==> config.mk <==
export PLATFORM = sky130hd
export DESIGN_NAME = crg_queue
export DESIGN_NICKNAME = d
export VERILOG_FILES = /design/src/crg_queue.sv
export SDC_FILE = /design/constraint.sdc
export NUM_CORES = 1
export LEC_CHECK = 0
export ABC_CLOCK_PERIOD_IN_PS = 6300
export BUFFER_PORTS_ARGS = -buffer_cell sky130_fd_sc_hd__buf_2
export CORE_MARGIN = 2
export CORE_UTILIZATION = 50
export CTS_BUF_LIST = sky130_fd_sc_hd__clkbuf_4 sky130_fd_sc_hd__clkbuf_8 sky130_fd_sc_hd__clkbuf_16
export DETAILED_ROUTE_END_ITERATION = 8
export MAX_ROUTING_LAYER = met4
export PLACE_DENSITY = 0.71
export SKIP_LAST_GASP = 1
export SLEW_MARGIN = 20
export SYNTH_ARGS = -nofsm -noshare
export SYNTH_HDL_FRONTEND = slang
export SYNTH_SLANG_ARGS = --single-unit
export TNS_END_PERCENT = 20
==> constraint.sdc <==
create_clock -name clk -period 6.3 [get_ports clk]
set_input_delay 1.26 -clock clk [delete_from_list [all_inputs] [get_ports clk]]
set_output_delay 1.26 -clock clk [all_outputs]
set_load 0.01 [all_outputs]
==> src/crg_queue.sv <==
`timescale 1ns / 1ps
module crg_queue #(
  parameter int WIDTH = 125,
  parameter int DEPTH = 4
) (
  input  logic             clk,
  input  logic             rst,
  input  logic             push,
  input  logic [WIDTH-1:0] push_data,
  input  logic             pop,
  output logic             full,
  output logic             empty,
  output logic [WIDTH-1:0] head
);
  localparam int PTR_W = (DEPTH > 1) ? $clog2(DEPTH) : 1;
  localparam int CNT_W = $clog2(DEPTH + 1);

  logic [WIDTH-1:0] mem [DEPTH];
  logic [PTR_W-1:0] wr_ptr;
  logic [PTR_W-1:0] rd_ptr;
  logic [CNT_W-1:0] count;

  assign full  = (count == CNT_W'(DEPTH));
  assign empty = (count == '0);
  assign head  = mem[rd_ptr];

  always_ff @(posedge clk) begin
    if (rst) begin
      wr_ptr <= '0;
      rd_ptr <= '0;
      count  <= '0;
    end else begin
      if (push) begin
        wr_ptr <= (wr_ptr == PTR_W'(DEPTH - 1)) ? '0 : wr_ptr + 1'b1;
      end
      if (pop) begin
        rd_ptr <= (rd_ptr == PTR_W'(DEPTH - 1)) ? '0 : rd_ptr + 1'b1;
      end
      if (push && !pop) begin
        count <= count + 1'b1;
      end else if (pop && !push) begin
        count <= count - 1'b1;
      end
    end
  end

  always_ff @(posedge clk) begin
    if (push) begin
      mem[wr_ptr] <= push_data;
    end
  end

endmodule

* Word level (Yosys, flattened, before mapping)
Memories as Yosys holds them, arrays and structs flattened. A register that Yosys moved wholly into a read port is not among the register bits. Index checks and enable logic that the tools add are counted.
Cells by class: bitwise logic cells 0, $add $sub $neg 4, reduce and logical (&&, ||, !) cells 6, magnitude comparators 0, shift-type cells 0, divide/modulo/power cells 0, equal/unequal tests 3, muxes and demuxes 8, multipliers 0
Operator list (number):
- 2-to-1 mux 2 bit | 4
- 2-to-1 mux 3 bit | 2
- adder 2 x 1 -> 2 bit (second input constant) | 2
- == test 2 bit (second input constant) | 2
- adder 3 x 1 -> 3 bit (second input constant) | 1
- == test 3 bit (second input constant) | 1
- zero test 3 bit | 1
- subtractor 3 x 1 -> 3 bit (second input constant) | 1
- logical AND 1 bit | 2
- zero test 1 bit | 2
- 2-to-1 mux 1 bit | 2
- nonzero test 2 bit | 1
Word-level totals: bits in writable memories 500, memories kept 1, ROM bits 0, output and inout port bits 127, logic and storage cells 25, register bits 7, latch bits 0
Memory list:
- mem | words 4, width 125, rd ports 1, clocked after Yosys merged registers in 1, wr ports 1, RTL line 18 | logic [WIDTH-1:0] mem [DEPTH];

* Longest topological paths before layout
depth after elaboration 4, gate-level depth with buffers 7

* Worst setup path after synthesis
No wires, ideal clock.
path kind input to register, start point input port push, end point memory mem[0][0] (enable), stages on the path 1, arrival time 4.126 ns, buffers on the path 0, required time 5.802 ns, slack 1.676 ns, path through and2_1
Between the ends: word-level cells in the longest chain between the ends 2
Ends and longest elaborated chain:
- start, declared | RTL line 8 | input logic push,
- 2-to-1 mux 1 bit | RTL line 48 | if (push) begin
- 2-to-1 mux 1 bit (not written as such) | RTL line 49 | mem[wr_ptr] <= push_data;
- end, declared | RTL line 18
Every way passes these cells.

==> run metrics <==
Synth Net Count=roughly 830; initial antenna violation count=13; Top delay family on crit path=flip-flops; post-layout min period=4040 ps; H-tree levels=2; grt ovf=0; first-pass GRT wire length=between 50 and 60 mm; die footprint=slightly below 40,000 um^2; total power=~7.5 mW; endpoints failing setup=0; RSZ-0062 raised after global routing=no; number of synthesized register bits=approximately 500; mux contribution to synthesized area=15.5%; Clock Tree Root=clkbuf_16; cell at the slowest stage of the critical path=dfxtp_4; final net count=roughly 1,100; Reg power frac=between 50% and 60%; Synth Instances=around 700; clk_skew=between 9 and 10 ps; postcts setup bufs=0; internal power=around 6.0 mW; GPL Wtd Cong=0.720; area leader, netlist=edfxtp_1; chip height=around 200 um; Clock Sinks=approximately 510; largest family of logic cells by synthesized area=multiplexers; Tot GR Track Use=about a fifth; Worst-path clk slew=about 60 ps; Hold WC Path Type=reg -> reg; WS Path Type=reg -> out; LEAKAGE=between 7 and 8 nW; clock share of power=between 30% and 40%; Die X=~200 um; pin count of the biggest net entering global routing=between 70 and 80; crit start category=flop; Core Footprint=between 30,000 and 40,000 um^2; Post-CTS Hold Buffers=0; port bufs=~260; FP Rows=70; XOR/XNOR Fraction of Synth Area=less than 1%; syn avg cell area=roughly 26 um^2; P_sw=1.57 mW; post-synthesis cell type count=18; DR iter-0 viols=~560; Tightest Pin Transition=1050 ps; worst-path maximum fanout=37; Hold Vio Cnt, Final=0; hpwl dp=20.6 mm; f_max=0.248 GHz; total CTS buffers=between 50 and 60; Via density=5.48; DRT antenna net count=0; layout cells sized above 1=about 46%; worst path required time=between 5000 and 6000 ps; most frequent cells in the layout=500 x edfxtp_1, 255 x buf_2, 125 x mux4_2; Pwr Density=between 300 and 400 nW/um^2; Synth Cell Area=approximately 18,000 um^2; max_slew headroom=29.8%; Max Cap Viol=0; Clock Latency Late Sink=between 500 and 600 ps; final slew viol count=0; synth warn=0; crit path DAT=roughly 2800 ps; DR WL/cell=roughly 23 um; post-synthesis sequential area ratio=roughly 82%; Post-CTS Resized=0; drt first pass iters=5; Layout area overhead=19.2%; Gate power share=around 7.9%; Switching Share=between 20% and 30%; CTS tree=built; final setup TNS=0 ps; synth top area cells=edfxtp_1 81%, mux4_2 15%, dfxtp_1 0.98%; area share of the largest cell type after synthesis=about 81%; critical path cell sequence=buf_4 > mux4_2 > buf_2; Buffers & Inverters on Critical Path=2; vias in the first global route=8,774; WL final=between 30 and 40 mm; Crit path largest cell delay=880 ps; outcome=completed; Adder-Cell Fraction of Synth Area=less than 1%; Finished Cell Area=between 20,000 and 25,000 um^2; Max rail drop VDD=roughly 0.26 mV; commonest non-fill, non-tap cell in the layout=edfxtp_1; Post-Synth Simple-Gate Area=less than 1%; DRC=0; Compound-Gate Fraction of Synth Area=less than 1%; Worst setup EP type=output port; part of the cycle the worst path needs=between 60% and 70%; I/O Pins=between 200 and 300; effective utilization at floorplan=50.6%; routed vias=about 8,200; dpl cell area=between 20,000 and 25,000 um^2; maximum clock path buffer count=3
-- flip-flops by register name, indices dropped and copies added (netlist names), named ones only --
signal  flops
count       3
mem       500
rd_ptr      2
wr_ptr      2
-- worst min-delay path, delay by kind of cell, from the launching register on --
kind	cells	cell delay, ps
AO/OA/AOI/OAI	2	160
flip-flops	1	330
-- synthesized netlist by cell type --
cell type	number
buf_2	14
buf_6	7
or3_1	1
xor2_1	2
edfxtp_1	500
a21oi_1	2
nor3_1	1
fa_1	1
and2_1	4
ha_1	6
mux2i_1	4
inv_1	4
nor3b_1	2
dfxtp_1	9
clkbuf_1	7
nor2_1	7
mux4_2	125
o21ai_0	1
-- layout make-up --
cell class	instances	area [um^2]
clock buffer	65	1440
inverter	4	15.0
tap	468	586
timing repair buffer	264	1410
fill	2559	14400
clock inverter	25	244
multi-input combinational	156	3070
antenna	13	32.5
sequential	509	15200
-- through the flow --
step | util (%) | setup slack [ps] | hold slack, ps | cells
2_1_floorplan | - | 1680 | 460 | 697
3_3_place_gp | 55.7 | 2780 | 479 | 1401
3_5_place_dp | 55.7 | 2760 | 528 | 1401
4_1_cts | 60.3 | 2150 | 536 | 1491
5_1_grt | 60.3 | 2020 | 567 | 1501
6_report | 60.4 | 2260 | 532 | 1504
-- worst paths after layout --
path	startpoint	slack, ps	to	cells past startpoint
worst max-delay path	flop	2260	head[105]	3
worst min-delay path	count[2]$_SDFFE_PP0P_	530	count[2]$_SDFFE_PP0P_	2
worst max register to register	wr_ptr[0]$_SDFFE_PP0P_	4060	mem[0][71]$_DFFE_PP_	4
worst min register to register	count[2]$_SDFFE_PP0P_	530	count[2]$_SDFFE_PP0P_	2
-- power by group through the flow --
| stage | sequential, mW | combinational, mW | clock, mW |
|---|---|---|---|
| 2_1_floorplan | 3.99 | 0.359 | 0 |
| 3_3_place_gp | 4.00 | 0.601 | 0 |
| 3_5_place_dp | 4.01 | 0.611 | 0 |
| 4_1_cts | 3.94 | 0.614 | 3.05 |
| 5_1_grt | 3.95 | 0.648 | 3.18 |
| 6_report | 3.94 | 0.598 | 2.99 |
-- kinds of logic (layout without fill, tap and decap cells) --
family,after synthesis,in the layout
xor gates and xnor gates,2,2
and+or+nand+nor,15,15
DFF,509,509
buffers and inverters,32,358
AOI/OAI and AO/OA,3,3
muxes,129,129
other,0,13
adders and majority gates,7,7
-- per-layer routing --
layer  vias to the layer above  global-route usage, %  share of wire (%)
met3                        65                   6.72                 10
met5                         -                      -                  0
met1                      4249                   25.2                 41
li1                       3619                      -                  -
met4                         0                   5.67                1.9
met2                       306                   28.1                 47
Power figures use the tool's default switching activity.
