--- config.mk ---
export PLATFORM = sky130hd
export DESIGN_NAME = crg_front
export DESIGN_NICKNAME = d
export VERILOG_FILES = /design/src/crg_pkg.sv /design/src/crg_front.sv
export SDC_FILE = /design/constraint.sdc
export NUM_CORES = 2
export LEC_CHECK = 0
export BUFFER_PORTS_ARGS = -buffer_cell sky130_fd_sc_hd__buf_2
export CAP_MARGIN = 25
export CORE_UTILIZATION = 60
export CTS_CLUSTER_SIZE = 14
export DETAILED_ROUTE_END_ITERATION = 10
export MAX_ROUTING_LAYER = met4
export PLACE_DENSITY = 0.89
export REMOVE_ABC_BUFFERS = 1
export SYNTH_ARGS = -nofsm -noshare
export SYNTH_HDL_FRONTEND = slang
export SYNTH_SLANG_ARGS = --single-unit
--- constraint.sdc ---
create_clock -name clk -period 25.4 [get_ports clk]
set_input_delay 7.62 -clock clk [delete_from_list [all_inputs] [get_ports clk]]
set_output_delay 7.62 -clock clk [all_outputs]
set_load 0.01 [all_outputs]
--- src/crg_pkg.sv ---
`timescale 1ns / 1ps
package crg_pkg;

  localparam int PIXEL_W       = 12;
  localparam int COORD_MAX     = 16;
  localparam int VEC_W         = 63;
  localparam int COUNT_W       = 8;
  localparam int INDEX_W       = 8;
  localparam int OUT_W         = 32;
  localparam int DEF_COORD     = 12;
  localparam int DEF_COMPONENT = 21;
  localparam int QUEUE_DEPTH   = 4;
  localparam int SAMPLE_IDX_W  = 3;

  localparam logic [INDEX_W-1:0] REG_EYE    = 8'd0;
  localparam logic [INDEX_W-1:0] REG_CORNER = 8'd1;
  localparam logic [INDEX_W-1:0] REG_RIGHT  = 8'd2;
  localparam logic [INDEX_W-1:0] REG_UP     = 8'd3;
  localparam logic [INDEX_W-1:0] REG_COUNT  = 8'd4;

  localparam logic [COUNT_W-1:0] COUNT_RESET = 8'd1;

  typedef enum logic [1:0] {
    MODE_1 = 2'd0,
    MODE_2 = 2'd1,
    MODE_4 = 2'd2,
    MODE_8 = 2'd3
  } crg_mode_t;

  localparam int MODE_W = 2;

  typedef struct packed {
    logic [3:0] right;
    logic [3:0] up;
  } crg_offset_t;

  localparam logic [3:0] PAT8_RIGHT [8] = '{4'd1, 4'd3, 4'd5, 4'd7, 4'd9, 4'd11, 4'd13, 4'd15};
  localparam logic [3:0] PAT8_UP    [8] = '{4'd5, 4'd13, 4'd1, 4'd9, 4'd15, 4'd7, 4'd3, 4'd11};
  localparam logic [3:0] PAT4_RIGHT [4] = '{4'd2, 4'd6, 4'd10, 4'd14};
  localparam logic [3:0] PAT4_UP    [4] = '{4'd10, 4'd2, 4'd14, 4'd6};
  localparam logic [3:0] PAT2_BOTH  [2] = '{4'd4, 4'd12};
  localparam logic [3:0] PAT1_BOTH      = 4'd8;

  function automatic crg_mode_t select_mode(input logic [COUNT_W-1:0] cnt);
    crg_mode_t m;
    if (cnt >= 8'd8) begin
      m = MODE_8;
    end else if (cnt >= 8'd4) begin
      m = MODE_4;
    end else if (cnt >= 8'd2) begin
      m = MODE_2;
    end else begin
      m = MODE_1;
    end
    return m;
  endfunction

  function automatic logic [SAMPLE_IDX_W-1:0] last_index(input crg_mode_t m);
    logic [SAMPLE_IDX_W-1:0] r;
    unique case (m)
      MODE_8:  r = 3'd7;
      MODE_4:  r = 3'd3;
      MODE_2:  r = 3'd1;
      default: r = 3'd0;
    endcase
    return r;
  endfunction

  function automatic crg_offset_t pattern_offset(input crg_mode_t m,
                                                 input logic [SAMPLE_IDX_W-1:0] k);
    crg_offset_t o;
    unique case (m)
      MODE_8: begin
        o.right = PAT8_RIGHT[k];
        o.up    = PAT8_UP[k];
      end
      MODE_4: begin
        o.right = PAT4_RIGHT[k[1:0]];
        o.up    = PAT4_UP[k[1:0]];
      end
      MODE_2: begin
        o.right = PAT2_BOTH[k[0]];
        o.up    = PAT2_BOTH[k[0]];
      end
      default: begin
        o.right = PAT1_BOTH;
        o.up    = PAT1_BOTH;
      end
    endcase
    return o;
  endfunction

endpackage

--- src/crg_front.sv ---
`timescale 1ns / 1ps
module crg_front #(
  parameter int COORD_BITS     = 12,
  parameter int COMPONENT_BITS = 21,
  parameter int ACC_W          = 41
) (
  input  logic                                          clk,
  input  logic                                          rst,
  input  logic                                          in_valid,
  output logic                                          in_stall,
  input  logic [crg_pkg::PIXEL_W-1:0]                   pixel_x,
  input  logic [crg_pkg::PIXEL_W-1:0]                   pixel_y,
  input  logic [crg_pkg::VEC_W-1:0]                     screen_corner,
  input  logic [crg_pkg::VEC_W-1:0]                     pixel_right_step,
  input  logic [crg_pkg::VEC_W-1:0]                     pixel_up_step,
  input  logic [crg_pkg::COUNT_W-1:0]                   sample_count,
  input  logic                                          q_full,
  output logic                                          q_push,
  output logic [3*ACC_W+crg_pkg::MODE_W-1:0]            q_data
);
  import crg_pkg::*;

  localparam int PROD_W = COMPONENT_BITS + COORD_BITS + 1;

  logic [COORD_MAX-1:0]        x_ext;
  logic [COORD_MAX-1:0]        y_ext;
  logic signed [COORD_BITS:0]  x_s;
  logic signed [COORD_BITS:0]  y_s;

  logic                               s1_valid;
  logic signed [COMPONENT_BITS-1:0]   s1_corner [3];
  logic signed [PROD_W-1:0]           s1_pr [3];
  logic signed [PROD_W-1:0]           s1_pu [3];
  crg_mode_t                          s1_mode;

  logic                        s2_valid;
  logic signed [ACC_W-1:0]     s2_base [3];
  crg_mode_t                   s2_mode;

  logic s1_ready;
  logic s2_ready;

  assign x_ext = COORD_MAX'(pixel_x);
  assign y_ext = COORD_MAX'(pixel_y);
  assign x_s   = $signed({1'b0, x_ext[COORD_BITS-1:0]});
  assign y_s   = $signed({1'b0, y_ext[COORD_BITS-1:0]});

  assign s2_ready = !s2_valid || !q_full;
  assign s1_ready = !s1_valid || s2_ready;
  assign in_stall = !s1_ready;
  assign q_push   = s2_valid && !q_full;
  assign q_data   = {s2_mode, s2_base[2], s2_base[1], s2_base[0]};

  always_ff @(posedge clk) begin
    if (rst) begin
      s1_valid <= 1'b0;
      s2_valid <= 1'b0;
    end else begin
      if (s1_ready) begin
        s1_valid <= in_valid;
      end
      if (s2_ready) begin
        s2_valid <= s1_valid;
      end
    end
  end

  always_ff @(posedge clk) begin
    if (s1_ready && in_valid) begin
      for (int c = 0; c < 3; c++) begin
        s1_corner[c] <= $signed(screen_corner[c*COMPONENT_BITS +: COMPONENT_BITS]);
        s1_pr[c]     <= $signed(pixel_right_step[c*COMPONENT_BITS +: COMPONENT_BITS]) * x_s;
        s1_pu[c]     <= $signed(pixel_up_step[c*COMPONENT_BITS +: COMPONENT_BITS]) * y_s;
      end
      s1_mode <= select_mode(sample_count);
    end
    if (s2_ready && s1_valid) begin
      for (int c = 0; c < 3; c++) begin
        s2_base[c] <= (ACC_W'(s1_corner[c]) + ACC_W'(s1_pr[c]) + ACC_W'(s1_pu[c])) <<< 4;
      end
      s2_mode <= s1_mode;
    end
  end

endmodule

* Word level (Yosys, flattened, before mapping)
Memories as Yosys holds them, arrays and structs flattened.
Cells that the tools add are included.
W data, S select, Z words.
** Word-level totals
- Flip-flop bits (word level) :: 6
- RAM bits :: 378
- Input bits :: 225
- Output and inout bits :: 127
- Logic and storage cells :: 40
- Memories :: 4
** Cells by class
- Add/subtract/negate cells :: 6
- Multipliers :: 6
- Order comparisons :: 3
- Muxes and demuxes :: 6
- Reduce and logical (&&, ||, !) cells :: 10
** Memory list
- s2_base :: words 3, width 37, rd ports 3, clocked after Yosys merged registers in 0, wr ports 3, RTL line crg_front.sv:37 : logic signed [ACC_W-1:0] s2_base [3];
- s1_pr :: words 3, width 34, rd ports 3, clocked after Yosys merged registers in 0, wr ports 3, RTL line crg_front.sv:32 : logic signed [PROD_W-1:0] s1_pr [3];
- s1_pu :: words 3, width 34, rd ports 3, clocked after Yosys merged registers in 0, wr ports 3, RTL line crg_front.sv:33 : logic signed [PROD_W-1:0] s1_pu [3];
- s1_corner :: words 3, width 21, rd ports 3, clocked after Yosys merged registers in 0, wr ports 3, RTL line crg_front.sv:31 : logic signed [COMPONENT_BITS-1:0] s1_corner [3];
** Operators with widths (number)
- $mul A21 B13 Y34 :: 6
- $add A35 B34 Y36 :: 3
- $add A21 B34 Y35 :: 3
- $ge A8 B2 Y1 const B :: 1
- $ge A8 B3 Y1 const B :: 1
- $ge A8 B4 Y1 const B :: 1
- $mux W1 :: 6
- $logic_not A1 Y1 :: 4
- $logic_and A1 B1 Y1 :: 3
- $logic_or A1 B1 Y1 :: 2
- $reduce_or A2 Y1 :: 1

* Depth between registers and ports, before layout
- Depth after elaboration :: 6
- Depth in mapped cells :: 24
- Mapped depth without buffers :: 21

* Worst setup path before layout
No wires, ideal clock.
- Path kind :: input-to-reg
- Start :: input q_full
- End :: memory s1_corner[0][0], enable pin
- Library setup time :: 0.934 ns
- Arrival :: 19.665 ns
- Required time :: 24.466 ns
- Path slack :: 4.801 ns
- Stages on the path :: 2
- Path buffers :: 0
- Cells stage by stage :: and3_1 > nor2b_1
** RTL lines
- start, declared :: RTL line crg_front.sv:17 : input logic q_full,
- end, declared :: RTL line crg_front.sv:31

* Worst setup path after layout
- Start :: input q_full
- End :: output in_stall
** On the way
- Longest elaborated chain between the ends :: 4
** RTL lines
- $logic_not A1 Y1 :: RTL line crg_front.sv:48 : assign s2_ready = !s2_valid || !q_full;
- $logic_or A1 B1 Y1 :: RTL line crg_front.sv:48
- $logic_or A1 B1 Y1 :: RTL line crg_front.sv:49 : assign s1_ready = !s1_valid || s2_ready;
- $logic_not A1 Y1 :: RTL line crg_front.sv:50 : assign in_stall = !s1_ready;
- end, declared :: RTL line crg_front.sv:10 : output logic in_stall,
Every way passes these cells.

==> impl_metrics.py <==
metrics = {
    "yosys": {
        "synth_edf_count": 379,
        "postSynthCellCount": 7732,
        "yosysSeqAreaShare": 0.154,
        "ys_ff_latch": 381,
        "syn_area_per_cell_um2": 9.57,
        "synth_ff_type": "edfxtp_1",
        "synth_cell_types": 86,
        "async_flop_share": 0,
        "ys_warn_count": 0,
        "synth_area_um2": 74000,
    },
    "final_layout": {
        "multi_input_area_um2": 54100,
        "final_layout_size_suffix_gt1_frac": 0.0603,
        "regArea_um2": 11400,
        "n_fill_cell": 9109,
        "nNetsFinal": 10099,
        "syn_to_final_growth_pct": 5.88,
    },
    "drt": {
        "vias": 54213,
        "ant_nets": 0,
        "drt_iter0_drc": 4417,
        "wl_per_cell_um": 19.8,
        "drc": 0,
        "via_per_inst": 5.68,
        "wirelength_mm": 189,
        "firstDrtPassIters": 9,
    },
    "global_routing": {
        "grt_overflow_total": 0,
        "grt_usage": 0.322,
        "grt_max_degree": 78,
        "met3_usage": 0.0604,
        "use_met1": 0.383,
        "use_met2": 0.517,
        "grt_pass1_wl_mm": 306,
        "grt_antenna_before_repair": 50,
        "busiest_layer": "met2",
        "grt_pass1_vias": 59139,
    },
    "timing": {
        "rsz0062_at_grt": "false",
        "setup_tns_ns": 0,
        "worstMarginPinSlew_ns": 1.07,
        "clock_skew_ns": 0.0519,
        "timing.final.hold_violations": 0,
        "drv_slew": 0,
        "fmax_mhz": 63.3,
        "period_share": 0.622,
        "min_period_ns": 15.79,
        "setup_viol": 0,
        "maxSlewHeadroom": 0.289,
    },
    "die": {
        "rows": 128,
        "core_area_um2": 122000,
        "dieArea_um2": 125000,
        "die_w_um": 353,
        "ios": 352,
        "start_util": 0.606,
        "dieHeight_um": 353,
    },
    "clocking": {
        "cts_root_buf": "clkbuf_16",
        "post_cts_buffers": 0,
        "cts-resized-gates": 0,
        "clk_latency_ns": 0.64,
        "htreeDepth": 2,
        "cts_tree": "built",
        "hold_buffers": 0,
        "clkSinkCount": 381,
        "cts_buffer_depth": 3,
        "clkSlewWorstSetupHoldPaths_ns": 0.06,
        "cts_buffers": 42,
    },
    "run": {
        "drv_cap": 0,
    },
    "setup_path": {
        "crit_type": "in2out",
        "worstPathMaxFanout": 4,
        "worst-endpoint-arrival_ns": 8.17,
        "endpoint_kind": "output port",
        "cp-start-kind": "input pin",
        "worst_ep_required_time_ns": 17.78,
    },
    "run_status": {
        "outcome": "finished, final reports clean",
    },
    "place": {
        "gp_congestion": 0.996,
        "hpwlAfterDp_mm": 149,
        "port_buffers": 338,
    },
    "worst_hold_path": {
        "min_path_type": "reg2reg",
    },
}
cells in the final DEF (no fill, tap or decap), types with 12 or more instances in the layout:
cell type | Yosys | routed
a211oi_1 | 22 | 22
diode_2 | 0 | 45
a21oi_1 | 223 | 223
buf_2 | 0 | 338
edfxtp_1 | 379 | 379
or3_1 | 16 | 16
conb_1 | 1 | 12
nand2b_1 | 49 | 49
nor3_1 | 51 | 51
a31oi_1 | 27 | 27
and3_1 | 34 | 34
o21ai_0 | 92 | 92
xor2_1 | 74 | 74
o21bai_1 | 28 | 28
clkbuf_16 | 0 | 42
buf_4 | 15 | 31
nand4_1 | 19 | 19
ha_1 | 564 | 564
a21o_1 | 108 | 108
and2_1 | 736 | 736
nand2_1 | 882 | 882
fa_1 | 1473 | 1473
o21a_1 | 41 | 41
nand3_1 | 57 | 57
nor2_1 | 142 | 142
nor2b_1 | 43 | 42
o211ai_1 | 13 | 13
inv_1 | 1934 | 1934
or2_2 | 15 | 15
xnor2_1 | 194 | 194
o21ai_1 | 18 | 18
state kept, by name, summed over array words and instances (netlist names):
name and flops:
s1_valid 1, s2_base 108, s2_mode 2, s1_pu 102
s1_mode 2, s1_corner 63, s2_valid 1, s1_pr 102
final cells by class:
cell class	instances	area share
multi-input combinational	5109	0.691
clock buffer	47	0.0137
antenna	45	0.00144
inverter	1934	0.0927
clock inverter	31	0.00513
sequential	381	0.146
timing repair buffer	369	0.0246
tap	1625	0.0260
Yosys cell counts, types with 16 or more instances:
cell      count  area, µm²
nand4_1      19        119
inv_1      1934       7260
o21a_1       41        308
clkbuf_1    303       1140
nand3_1      57        285
o21bai_1     28        210
a211oi_1     22        165
xor2_1       74        648
nand2b_1     49        307
ha_1        564       7060
a21oi_1     223       1120
fa_1       1473      29500
xnor2_1     194       1700
nor3_1       51        255
o21ai_1      18       90.1
a31oi_1      27        169
nor2b_1      43        269
nor2_1      142        533
and2_1      736       4600
o21ai_0      92        460
edfxtp_1    379      11400
nand2_1     882       3310
a21o_1      108        811
and3_1       34        213
or3_1        16        100
worst paths after layout:
path,end,slack (ns),start,cells past startpoint
worst max-delay path,in_stall,9.61,q_full,3
worst min-delay path,s2_mode[1],0.43,s1_mode[1],0
worst max register to register,s2_base[0][33],20.39,s1_corner[0][20],11
worst min register to register,s2_mode[1],0.43,s1_mode[1],0
metrics by stage:
step	hold slack (ns)	std cells	instance area, µm²	utilization	worst slack, ns
CTS	0.436	9496	78200	0.641	9.61
global placement	0.407	9418	76700	0.629	9.63
global route	0.450	9540	78300	0.642	9.57
finish	0.433	9541	78300	0.642	9.61
detailed placement	0.412	9418	76700	0.629	9.61
floorplan	0.400	7424	72800	-	4.80
routing by layer:
layer / wire length (µm) / part of all wire
met3: 17500 / 0.092
met5: 0 / 0
met1: 68000 / 0.36
met2: 92500 / 0.49
met4: 11400 / 0.060
logic make-up after synthesis:
group | after synthesis | share of synthesized area
buf+inv | 2253 | 0.115
simple gates | 2084 | 0.141
fa+ha+maj | 2037 | 0.494
compound gates | 703 | 0.0633
flops | 381 | 0.154
xor+xnor | 268 | 0.0317
mux | 5 | 0.000677
other cells | 1 | 0.0000507
critical path: stages:
cell	delay, ns
buf_2	0.13
and3_1	0.25
buf_2	0.16
Power is left out: the tool's default activity adds up to more than one toggle a clock period on the data nets, which glitch-free logic cannot reach.
