$ cat src/crg_pkg.sv
`timescale 1ns / 1ps
package crg_pkg;

  localparam int PIXEL_W       = 12;
  localparam int COORD_MAX     = 16;
  localparam int VEC_W         = 63;
  localparam int COUNT_W       = 8;
  localparam int INDEX_W       = 8;
  localparam int OUT_W         = 32;
  localparam int DEF_COORD     = 12;
  localparam int DEF_COMPONENT = 21;
  localparam int QUEUE_DEPTH   = 4;
  localparam int SAMPLE_IDX_W  = 3;

  localparam logic [INDEX_W-1:0] REG_EYE    = 8'd0;
  localparam logic [INDEX_W-1:0] REG_CORNER = 8'd1;
  localparam logic [INDEX_W-1:0] REG_RIGHT  = 8'd2;
  localparam logic [INDEX_W-1:0] REG_UP     = 8'd3;
  localparam logic [INDEX_W-1:0] REG_COUNT  = 8'd4;

  localparam logic [COUNT_W-1:0] COUNT_RESET = 8'd1;

  typedef enum logic [1:0] {
    MODE_1 = 2'd0,
    MODE_2 = 2'd1,
    MODE_4 = 2'd2,
    MODE_8 = 2'd3
  } crg_mode_t;

  localparam int MODE_W = 2;

  typedef struct packed {
    logic [3:0] right;
    logic [3:0] up;
  } crg_offset_t;

  localparam logic [3:0] PAT8_RIGHT [8] = '{4'd1, 4'd3, 4'd5, 4'd7, 4'd9, 4'd11, 4'd13, 4'd15};
  localparam logic [3:0] PAT8_UP    [8] = '{4'd5, 4'd13, 4'd1, 4'd9, 4'd15, 4'd7, 4'd3, 4'd11};
  localparam logic [3:0] PAT4_RIGHT [4] = '{4'd2, 4'd6, 4'd10, 4'd14};
  localparam logic [3:0] PAT4_UP    [4] = '{4'd10, 4'd2, 4'd14, 4'd6};
  localparam logic [3:0] PAT2_BOTH  [2] = '{4'd4, 4'd12};
  localparam logic [3:0] PAT1_BOTH      = 4'd8;

  function automatic crg_mode_t select_mode(input logic [COUNT_W-1:0] cnt);
    crg_mode_t m;
    if (cnt >= 8'd8) begin
      m = MODE_8;
    end else if (cnt >= 8'd4) begin
      m = MODE_4;
    end else if (cnt >= 8'd2) begin
      m = MODE_2;
    end else begin
      m = MODE_1;
    end
    return m;
  endfunction

  function automatic logic [SAMPLE_IDX_W-1:0] last_index(input crg_mode_t m);
    logic [SAMPLE_IDX_W-1:0] r;
    unique case (m)
      MODE_8:  r = 3'd7;
      MODE_4:  r = 3'd3;
      MODE_2:  r = 3'd1;
      default: r = 3'd0;
    endcase
    return r;
  endfunction

  function automatic crg_offset_t pattern_offset(input crg_mode_t m,
                                                 input logic [SAMPLE_IDX_W-1:0] k);
    crg_offset_t o;
    unique case (m)
      MODE_8: begin
        o.right = PAT8_RIGHT[k];
        o.up    = PAT8_UP[k];
      end
      MODE_4: begin
        o.right = PAT4_RIGHT[k[1:0]];
        o.up    = PAT4_UP[k[1:0]];
      end
      MODE_2: begin
        o.right = PAT2_BOTH[k[0]];
        o.up    = PAT2_BOTH[k[0]];
      end
      default: begin
        o.right = PAT1_BOTH;
        o.up    = PAT1_BOTH;
      end
    endcase
    return o;
  endfunction

endpackage

$ cat src/crg_back.sv
`timescale 1ns / 1ps
module crg_back #(
  parameter int COMPONENT_BITS = 21,
  parameter int ACC_W          = 41
) (
  input  logic                                 clk,
  input  logic                                 rst,
  input  logic                                 q_empty,
  input  logic [3*ACC_W+crg_pkg::MODE_W-1:0]   q_head,
  output logic                                 q_pop,
  input  logic [crg_pkg::VEC_W-1:0]            eye_position,
  input  logic [crg_pkg::VEC_W-1:0]            pixel_right_step,
  input  logic [crg_pkg::VEC_W-1:0]            pixel_up_step,
  output logic                                 out_valid,
  input  logic                                 out_stall,
  output logic signed [crg_pkg::OUT_W-1:0]     start_x,
  output logic signed [crg_pkg::OUT_W-1:0]     start_y,
  output logic signed [crg_pkg::OUT_W-1:0]     start_z,
  output logic signed [crg_pkg::OUT_W-1:0]     heading_x,
  output logic signed [crg_pkg::OUT_W-1:0]     heading_y,
  output logic signed [crg_pkg::OUT_W-1:0]     heading_z,
  output logic                                 last_ray
);
  import crg_pkg::*;

  localparam int OFF_W  = COMPONENT_BITS + 5;
  localparam int ORIG_W = ACC_W - 4;
  localparam int HEAD_W = ORIG_W + 1;
  localparam logic signed [HEAD_W-1:0] SAT_HI = HEAD_W'(32'sh7fffffff);
  localparam logic signed [HEAD_W-1:0] SAT_LO = HEAD_W'(32'sh80000000);

  function automatic logic signed [OUT_W-1:0] sat32(input logic signed [HEAD_W-1:0] v);
    logic signed [HEAD_W-1:0] r;
    if (v > SAT_HI) begin
      r = SAT_HI;
    end else if (v < SAT_LO) begin
      r = SAT_LO;
    end else begin
      r = v;
    end
    return r[OUT_W-1:0];
  endfunction

  crg_mode_t                   mode;
  logic [SAMPLE_IDX_W-1:0]     k;
  logic [SAMPLE_IDX_W-1:0]     k_next;
  crg_offset_t                 off;
  logic                        is_last;
  logic                        issue;
  logic signed [OFF_W-1:0]     off_r [3];
  logic signed [OFF_W-1:0]     off_u [3];
  logic signed [ACC_W-1:0]     sum [3];

  logic                        s1_valid;
  logic                        s1_last;
  logic signed [ACC_W-1:0]     s1_sum [3];
  logic                        s1_ready;
  logic                        out_adv;

  logic signed [ACC_W-1:0]     rounded [3];
  logic signed [HEAD_W-1:0]    orig [3];
  logic signed [HEAD_W-1:0]    head [3];
  logic signed [OUT_W-1:0]     start_sat [3];
  logic signed [OUT_W-1:0]     head_sat [3];

  assign mode    = crg_mode_t'(q_head[3*ACC_W +: MODE_W]);
  assign off     = pattern_offset(mode, k);
  assign is_last = (k == last_index(mode));
  assign out_adv = !out_valid || !out_stall;
  assign s1_ready = !s1_valid || out_adv;
  assign issue   = !q_empty && s1_ready;
  assign q_pop   = issue && is_last;
  assign k_next  = is_last ? '0 : k + 1'b1;

  always_comb begin
    for (int c = 0; c < 3; c++) begin
      off_r[c]     = $signed(pixel_right_step[c*COMPONENT_BITS +: COMPONENT_BITS])
                   * $signed({1'b0, off.right});
      off_u[c]     = $signed(pixel_up_step[c*COMPONENT_BITS +: COMPONENT_BITS])
                   * $signed({1'b0, off.up});
      sum[c]       = $signed(q_head[c*ACC_W +: ACC_W])
                   + ACC_W'(off_r[c])
                   + ACC_W'(off_u[c]);
      rounded[c]   = s1_sum[c] + ACC_W'(8);
      orig[c]      = HEAD_W'($signed(rounded[c][ACC_W-1:4]));
      head[c]      = orig[c] - HEAD_W'($signed(eye_position[c*COMPONENT_BITS +: COMPONENT_BITS]));
      start_sat[c] = sat32(orig[c]);
      head_sat[c]  = sat32(head[c]);
    end
  end

  always_ff @(posedge clk) begin
    if (rst) begin
      k         <= '0;
      s1_valid  <= 1'b0;
      out_valid <= 1'b0;
    end else begin
      if (issue) begin
        k <= k_next;
      end
      if (s1_ready) begin
        s1_valid <= issue;
      end
      if (out_adv) begin
        out_valid <= s1_valid;
      end
    end
  end

  always_ff @(posedge clk) begin
    if (issue) begin
      for (int c = 0; c < 3; c++) begin
        s1_sum[c] <= sum[c];
      end
      s1_last <= is_last;
    end
    if (out_adv && s1_valid) begin
      start_x   <= start_sat[0];
      start_y   <= start_sat[1];
      start_z   <= start_sat[2];
      heading_x <= head_sat[0];
      heading_y <= head_sat[1];
      heading_z <= head_sat[2];
      last_ray  <= s1_last;
    end
  end

endmodule

$ cat config.mk
export PLATFORM = sky130hd
export DESIGN_NAME = crg_back
export DESIGN_NICKNAME = d
export VERILOG_FILES = /design/src/crg_pkg.sv /design/src/crg_back.sv
export SDC_FILE = /design/constraint.sdc
export NUM_CORES = 2
export LEC_CHECK = 0
export BUFFER_PORTS_ARGS = -buffer_cell sky130_fd_sc_hd__clkbuf_2
export CORE_ASPECT_RATIO = 2
export CORE_MARGIN = 1
export CORE_UTILIZATION = 30
export CTS_CLUSTER_DIAMETER = 150
export CTS_CLUSTER_SIZE = 16
export DETAILED_ROUTE_END_ITERATION = 6
export SKIP_LAST_GASP = 1
export SLEW_MARGIN = 20
export SYNTH_ARGS = -nofsm -noshare
export SYNTH_HDL_FRONTEND = slang
export SYNTH_SLANG_ARGS = --single-unit
$ cat constraint.sdc
create_clock -name clk -period 43.2 [get_ports clk]
set_clock_uncertainty 0.05 [all_clocks]
set_input_delay 6.48 -clock clk [delete_from_list [all_inputs] [get_ports clk]]
set_output_delay 6.48 -clock clk [all_outputs]
set_load 0.1 [all_outputs]
Word-level counts from Yosys, hierarchy flattened:

Memories as Yosys holds them, arrays and structs flattened.
Cells that the tools add are included.

* add/sub/neg operators: 13
* multiplexer cells: 24
* $lt $le $gt $ge: 15
* bitwise logic cells: 3
* $mul: 6
* reductions and logical operators: 9
* eq/ne operators: 4

Operator list (number)
* adder 41 x 26 -> 41 bit: 6
* two-way mux 32 bit: 6
* multiplier 21 x 5 -> 26 bit: 6
* adder 41 x 5 -> 41 bit (second input constant): 3
* > comparator 38 x 32 -> 1 bit (second input constant): 3
* less-than comparator 38 x 32 -> 1 bit (second input constant): 3
* subtractor 37 x 21 -> 38 bit: 3
* > comparator 37 x 32 -> 1 bit (second input constant): 3
* less-than comparator 37 x 32 -> 1 bit (second input constant): 3
* two-way mux 4 bit: 11
* one-hot mux 8 bit (3 select lines): 1
* binary-select mux 4 bit (select 2 bit): 2
* one-hot mux 3 bit (3 select lines): 1
* equality test 2 bit (second input constant): 2
* >= comparator 4 bit (second input constant): 1
* zero test 1 bit: 4
* inverter 3 -> 4 bit: 1
* adder 3 x 1 -> 3 bit (second input constant): 1
* equality test 3 bit: 1
* >= comparator 3 bit (second input constant): 1
* logical AND 1 bit: 3
* two-way mux 3 bit: 1
* inverter 2 -> 3 bit: 1
* equality test 2 x 1 -> 1 bit (second input constant): 1
* 4 further kinds: 6

* input port bits: 318
* flip-flop bits (word level): 199
* memories: 3
* logic and storage cells: 88
* bits in writable memories: 123
* ROM bits: 64
* output and inout port bits: 195

Memories
* s1_sum: words 3, width 41, rd ports 3, clocked after memory_dff 0, wr ports 3, line crg_back.sv:56 `logic signed [ACC_W-1:0] s1_sum [3];`
* (no name shown): words 8, width 4, rd ports 1, clocked after memory_dff 0, wr ports 0, line crg_pkg.sv:75 `o.up = PAT8_UP[k];`
* (no name shown): words 8, width 4, rd ports 1, clocked after memory_dff 0, wr ports 0, line crg_pkg.sv:74 `o.right = PAT8_RIGHT[k];`

Logic depth before layout (Yosys ltp):

* depth after elaboration: 8
* gate-level depth with buffers: 29
* mapped depth without buffers: 28

Worst setup path before layout:

Ideal clock, no wire load.

* path type: in2reg
* from: in out_stall
* to: reg heading_x[0] in the netlist's numbering (enable)
* path slack: 21723 ps
* library setup time: 1039 ps
* buffers on the path: 0
* data required time: 42111 ps
* stages: 1
* data arrival time: 20388 ps
* cells stage by stage: a21boi_0

* longest elaborated chain between the ends: 3

RTL lines
* from (decl): line crg_back.sv:15 `input logic out_stall,`
* zero test 1 bit: line crg_back.sv:69 `assign out_adv = !out_valid || !out_stall;`
* logical OR 1 bit: line crg_back.sv:69
* logical AND 1 bit: line crg_back.sv:117 `if (out_adv && s1_valid) begin`
* to (signal assigned): line crg_back.sv:121 `heading_x <= head_sat[0];`
* to (decl): line crg_back.sv:19 `output logic signed [crg_pkg::OUT_W-1:0] heading_x,`

Every way passes these cells.
A chain may end at the register's enable or synchronous reset.

Worst setup path in the final report:

* from: in q_head[123] in the netlist's numbering
* to: out q_pop

* longest elaborated chain between the ends: 4
* elaborated cells on any way between the ends: 6
* classes of those cells: eq/ne: 4; mux: 1; reduce/logical: 1

RTL lines
* from (decl): line crg_back.sv:9 `input logic [3*ACC_W+crg_pkg::MODE_W-1:0] q_head,`
* equality test 2 x 1 -> 1 bit or equality test 2 bit (tied branches): line crg_pkg.sv:60 `unique case (m)`
* one-hot mux 3 bit (3 select lines) *: line crg_pkg.sv:60
* equality test 3 bit *: line crg_back.sv:68 `assign is_last = (k == last_index(mode));`
* net is_last: line crg_back.sv:48 `logic is_last;`
* logical AND 1 bit *: line crg_back.sv:72 `assign q_pop = issue && is_last;`
* to (decl): line crg_back.sv:10 `output logic q_pop,`

Mark *: on every way through the listed nets, which the timed path passes. The rest lies on a longest branch.

==> summary.md <==
| Metric | Value |
|---|---|
| Hold Vio Cnt, Final | `0` |
| WHS | `426 ps` |
| Pre-CTS setup slack | `27830 ps` |
| Vias/cell | `4.91` |
| Sink Count | `313` |
| Post-route cell area | `51100 µm²` |
| Final core occ | `33.8%` |
| Vias | `35800` |
| Placed Instance Area | `50400 µm²` |
| CP Class | `in -> out` |
| Detail Route Antenna Nets | `0` |
| FF-to-FF path depth | `25` |
| FFs w/ async S/R, synth | `0%` |
| CP max stage delay | `540 ps` |
| Maxcap violations | `0` |
| Reg2reg setup slack | `34330 ps` |
| Final #Nets | `6662` |
| Non-filler cells, final | `7304` |
| Die footprint | `154000 µm²` |
| IO Port Bufs | `512` |
| DRC violations left | `0` |
| CP arrival | `8540 ps` |
| # fillers | `15700` |
| Area growth syn-to-layout | `12.0%` |
| XOR/XNOR Fraction of Synth Area | `6.18%` |
| Post-CTS setup buffers | `0` |
| Rows | `202` |
| CTS Root Cell | `clkbuf_16` |
| Seq/Total Area, Yosys | `20.5%` |
| Reg clk slew, reported paths | `90 ps` |
| H-tree levels | `1` |
| Largest net degree at the start of global routing | `72` |
| Share of cells above drive strength 1 | `12.0%` |
| Initial antenna violation count | `46` |
| Post-layout total power | `4.52 mW` |
| Mapped Nets | `6233` |
| Mapped Cells | `4912` |
| Count of state elements after synthesis | `313` |
| Die height | `554 µm` |
| Crit path launch type | `primary input` |
| Crit-path cells | `buf_4 -> buf_4 -> nand2_1 -> nand2_1 -> a21oi_1 -> nor2_1 -> and2_1 -> clkbuf_2` |
| Critical path's slowest cell | `buf_4` |
| Core box area | `151000 µm²` |
| Minimum clock period | `15070 ps` |
| Max FO, Critical Path | `51` |
| R2R Path End | `s1_sum[0][81]` |
| Crit share post-route | `34.9%` |
| Total gr overflow | `0` |
| Max clock buf depth | `3` |
| Worst Hold End | `last_ray` |
| LEAKAGE | `24.7 nW` |
| Wire length per cell | `19.3 µm` |
| Initial core utilization | `30.2%` |
| Worst-margin pin slew | `1050 ps` |
| Initial drt markers | `1724` |
| Placed instance count | `7253` |
| Fin worst setup slack | `28130 ps` |
| Placer Congestion | `0.925` |
| CTS tree | `done` |
| Fin Setup TNS | `0 ps` |
| Max Fclk | `0.0663 GHz` |
| Critical Path RT | `36670 ps` |
| Main combinational cell family by area after synthesis | `adder cells` |
| Post-synth EDFFs | `308` |
| Post-DP HPWL | `121 mm` |
| DR pass1 iterations | `5` |
| Worst skew pair latency | `640 ps` |
| CTS Buf Count | `24` |
| Cts hold-fix bufs | `0` |
| Top FF cell, synth | `edfxtp_1` |
| Adder-Cell Fraction of Synth Area | `37.4%` |
| CTS resizes | `0` |
| Synth Area in Compound Gates | `11.9%` |
| Die width | `278 µm` |
| Slew Viols, Final | `0` |
| Final Setup Violations | `0` |
| Status | `completed` |
| First-pass GRT wire length | `216 mm` |
| Pwr Density | `88.4 nW/µm²` |
| Worst setup EP type | `primary output` |
| Synth cell types | `89` |
| HP Start | `s1_last` |
| Most common cell after layout, fill and taps aside | `inv_1` |
| Post-synthesis mux area share | `0.143%` |
| Post-synthesis simple-gate area fraction | `14.3%` |
| Unrepaired setup endpoints after global routing | `false` |
| Post-synthesis cell area | `45600 µm²` |
| Io pins | `513` |
| Synth Warn # | `0` |
| Reg2reg start | `k[0]` |
| VDD IR max | `0.0000446 V` |
| Hold depth | `0` |
| Syn_area_per_cell | `9.29 µm²` |
| Vias in the first global route | `38100` |
| Most frequent cells in the layout | `988 x inv_1, 603 x fa_1, 510 x clkbuf_2, 400 x ha_1, 362 x nand2_1` |
| Final WL | `141 mm` |
| Worst hold path type | `reg -> reg` |
| Gr usage total | `18.3%` |
| Worst slew margin | `29.6%` |
==> synth_stat cells, types with 8 or more instances <==
cell	n	share of area (%)
inv_1	988	8.1
fa_1	603	26
ha_1	400	11
nand2_1	362	3.0
edfxtp_1	308	20
a21oi_1	221	2.4
o21ai_0	213	2.3
nor2_1	208	1.7
xnor2_1	197	3.8
and3_1	177	2.4
and2_1	169	2.3
xor2_1	125	2.4
a21o_1	119	2.0
clkbuf_1	115	0.95
nor2b_1	99	1.4
nand3_1	76	0.83
nand4_1	45	0.62
o21ai_1	44	0.48
nor3_1	35	0.38
o21a_1	30	0.49
o21bai_1	30	0.49
nand2b_1	29	0.40
a211oi_1	27	0.44
a31oi_1	22	0.30
and4_1	21	0.40
buf_2	20	0.22
o211ai_1	20	0.33
o31ai_1	17	0.28
a21oi_2	15	0.29
a221oi_1	12	0.23
a31o_2	11	0.21
or3_1	10	0.14
or2_2	9	0.12
a211o_1	8	0.15
==> layer usage <==
metal  GRT usage (%)  up-vias  share of wire (%)
met1            20.0    17600                 37
met3            3.91      291                6.8
met5               0        -               0.33
met4            7.39       72                4.2
li1                -    16800                  -
met2            33.8     1010                 52
==> cell families (layout without fill, tap and decap cells) <==
family	Yosys count	count (layout)
flops	313	313
simple gates	1275	1275
compound gates	861	861
mux	6	6
other cells	0	14
buf+inv	1132	1572
fa+ha+maj	1003	1003
xor+xnor	322	322
==> worst max-delay path: cells and delay by family <==
family / cells / cell delay (ps)
compound gates: 1 / 60
buf+inv: 3 / 1330
simple gates: 4 / 660
==> final cells by class <==
class / count / area (µm²) / share of cell area, %
tap: 1938 / 2420 / 4.74
sequential: 313 / 9350 / 18.3
clock buffer: 34 / 659 / 1.29
inverter: 988 / 3710 / 7.26
antenna: 14 / 35.0 / 0.0685
clock inverter: 3 / 30.0 / 0.0588
multi-input combinational: 3467 / 32100 / 62.7
timing repair buffer: 547 / 2840 / 5.55
==> worst max path at each step <==
stage / from / to / slack (ps) / cells after the start
4_1_cts: q_head[123] / q_pop / 28170 / 8
6_report: q_head[123] / q_pop / 28130 / 8
3_5_place_dp: q_head[123] / s1_sum[0][81] / 27830 / 26
2_1_floorplan: out_stall / heading_x[0] / 21720 / 1
5_1_grt: q_head[123] / s1_sum[0][81] / 27840 / 26
3_3_place_gp: q_head[123] / s1_sum[0][81] / 27960 / 26
==> report_power, final <==
part	total [mW]	switching, mW	internal (mW)
Combinational	3.58	2.25	1.33
Sequential	0.700	0.0795	0.620
Clock	0.234	0.127	0.107
Total	4.52	2.46	2.06
==> sequential cells by signal (all words and copies together) (netlist names) <==
register and flops:
s1_sum 114, heading_x 32, heading_y 32, heading_z 32, start_x 32, start_y 32, start_z 32, k 3
last_ray 1, out_valid 1, s1_last 1, s1_valid 1
Note: power is estimated with default switching activity, not from simulation.
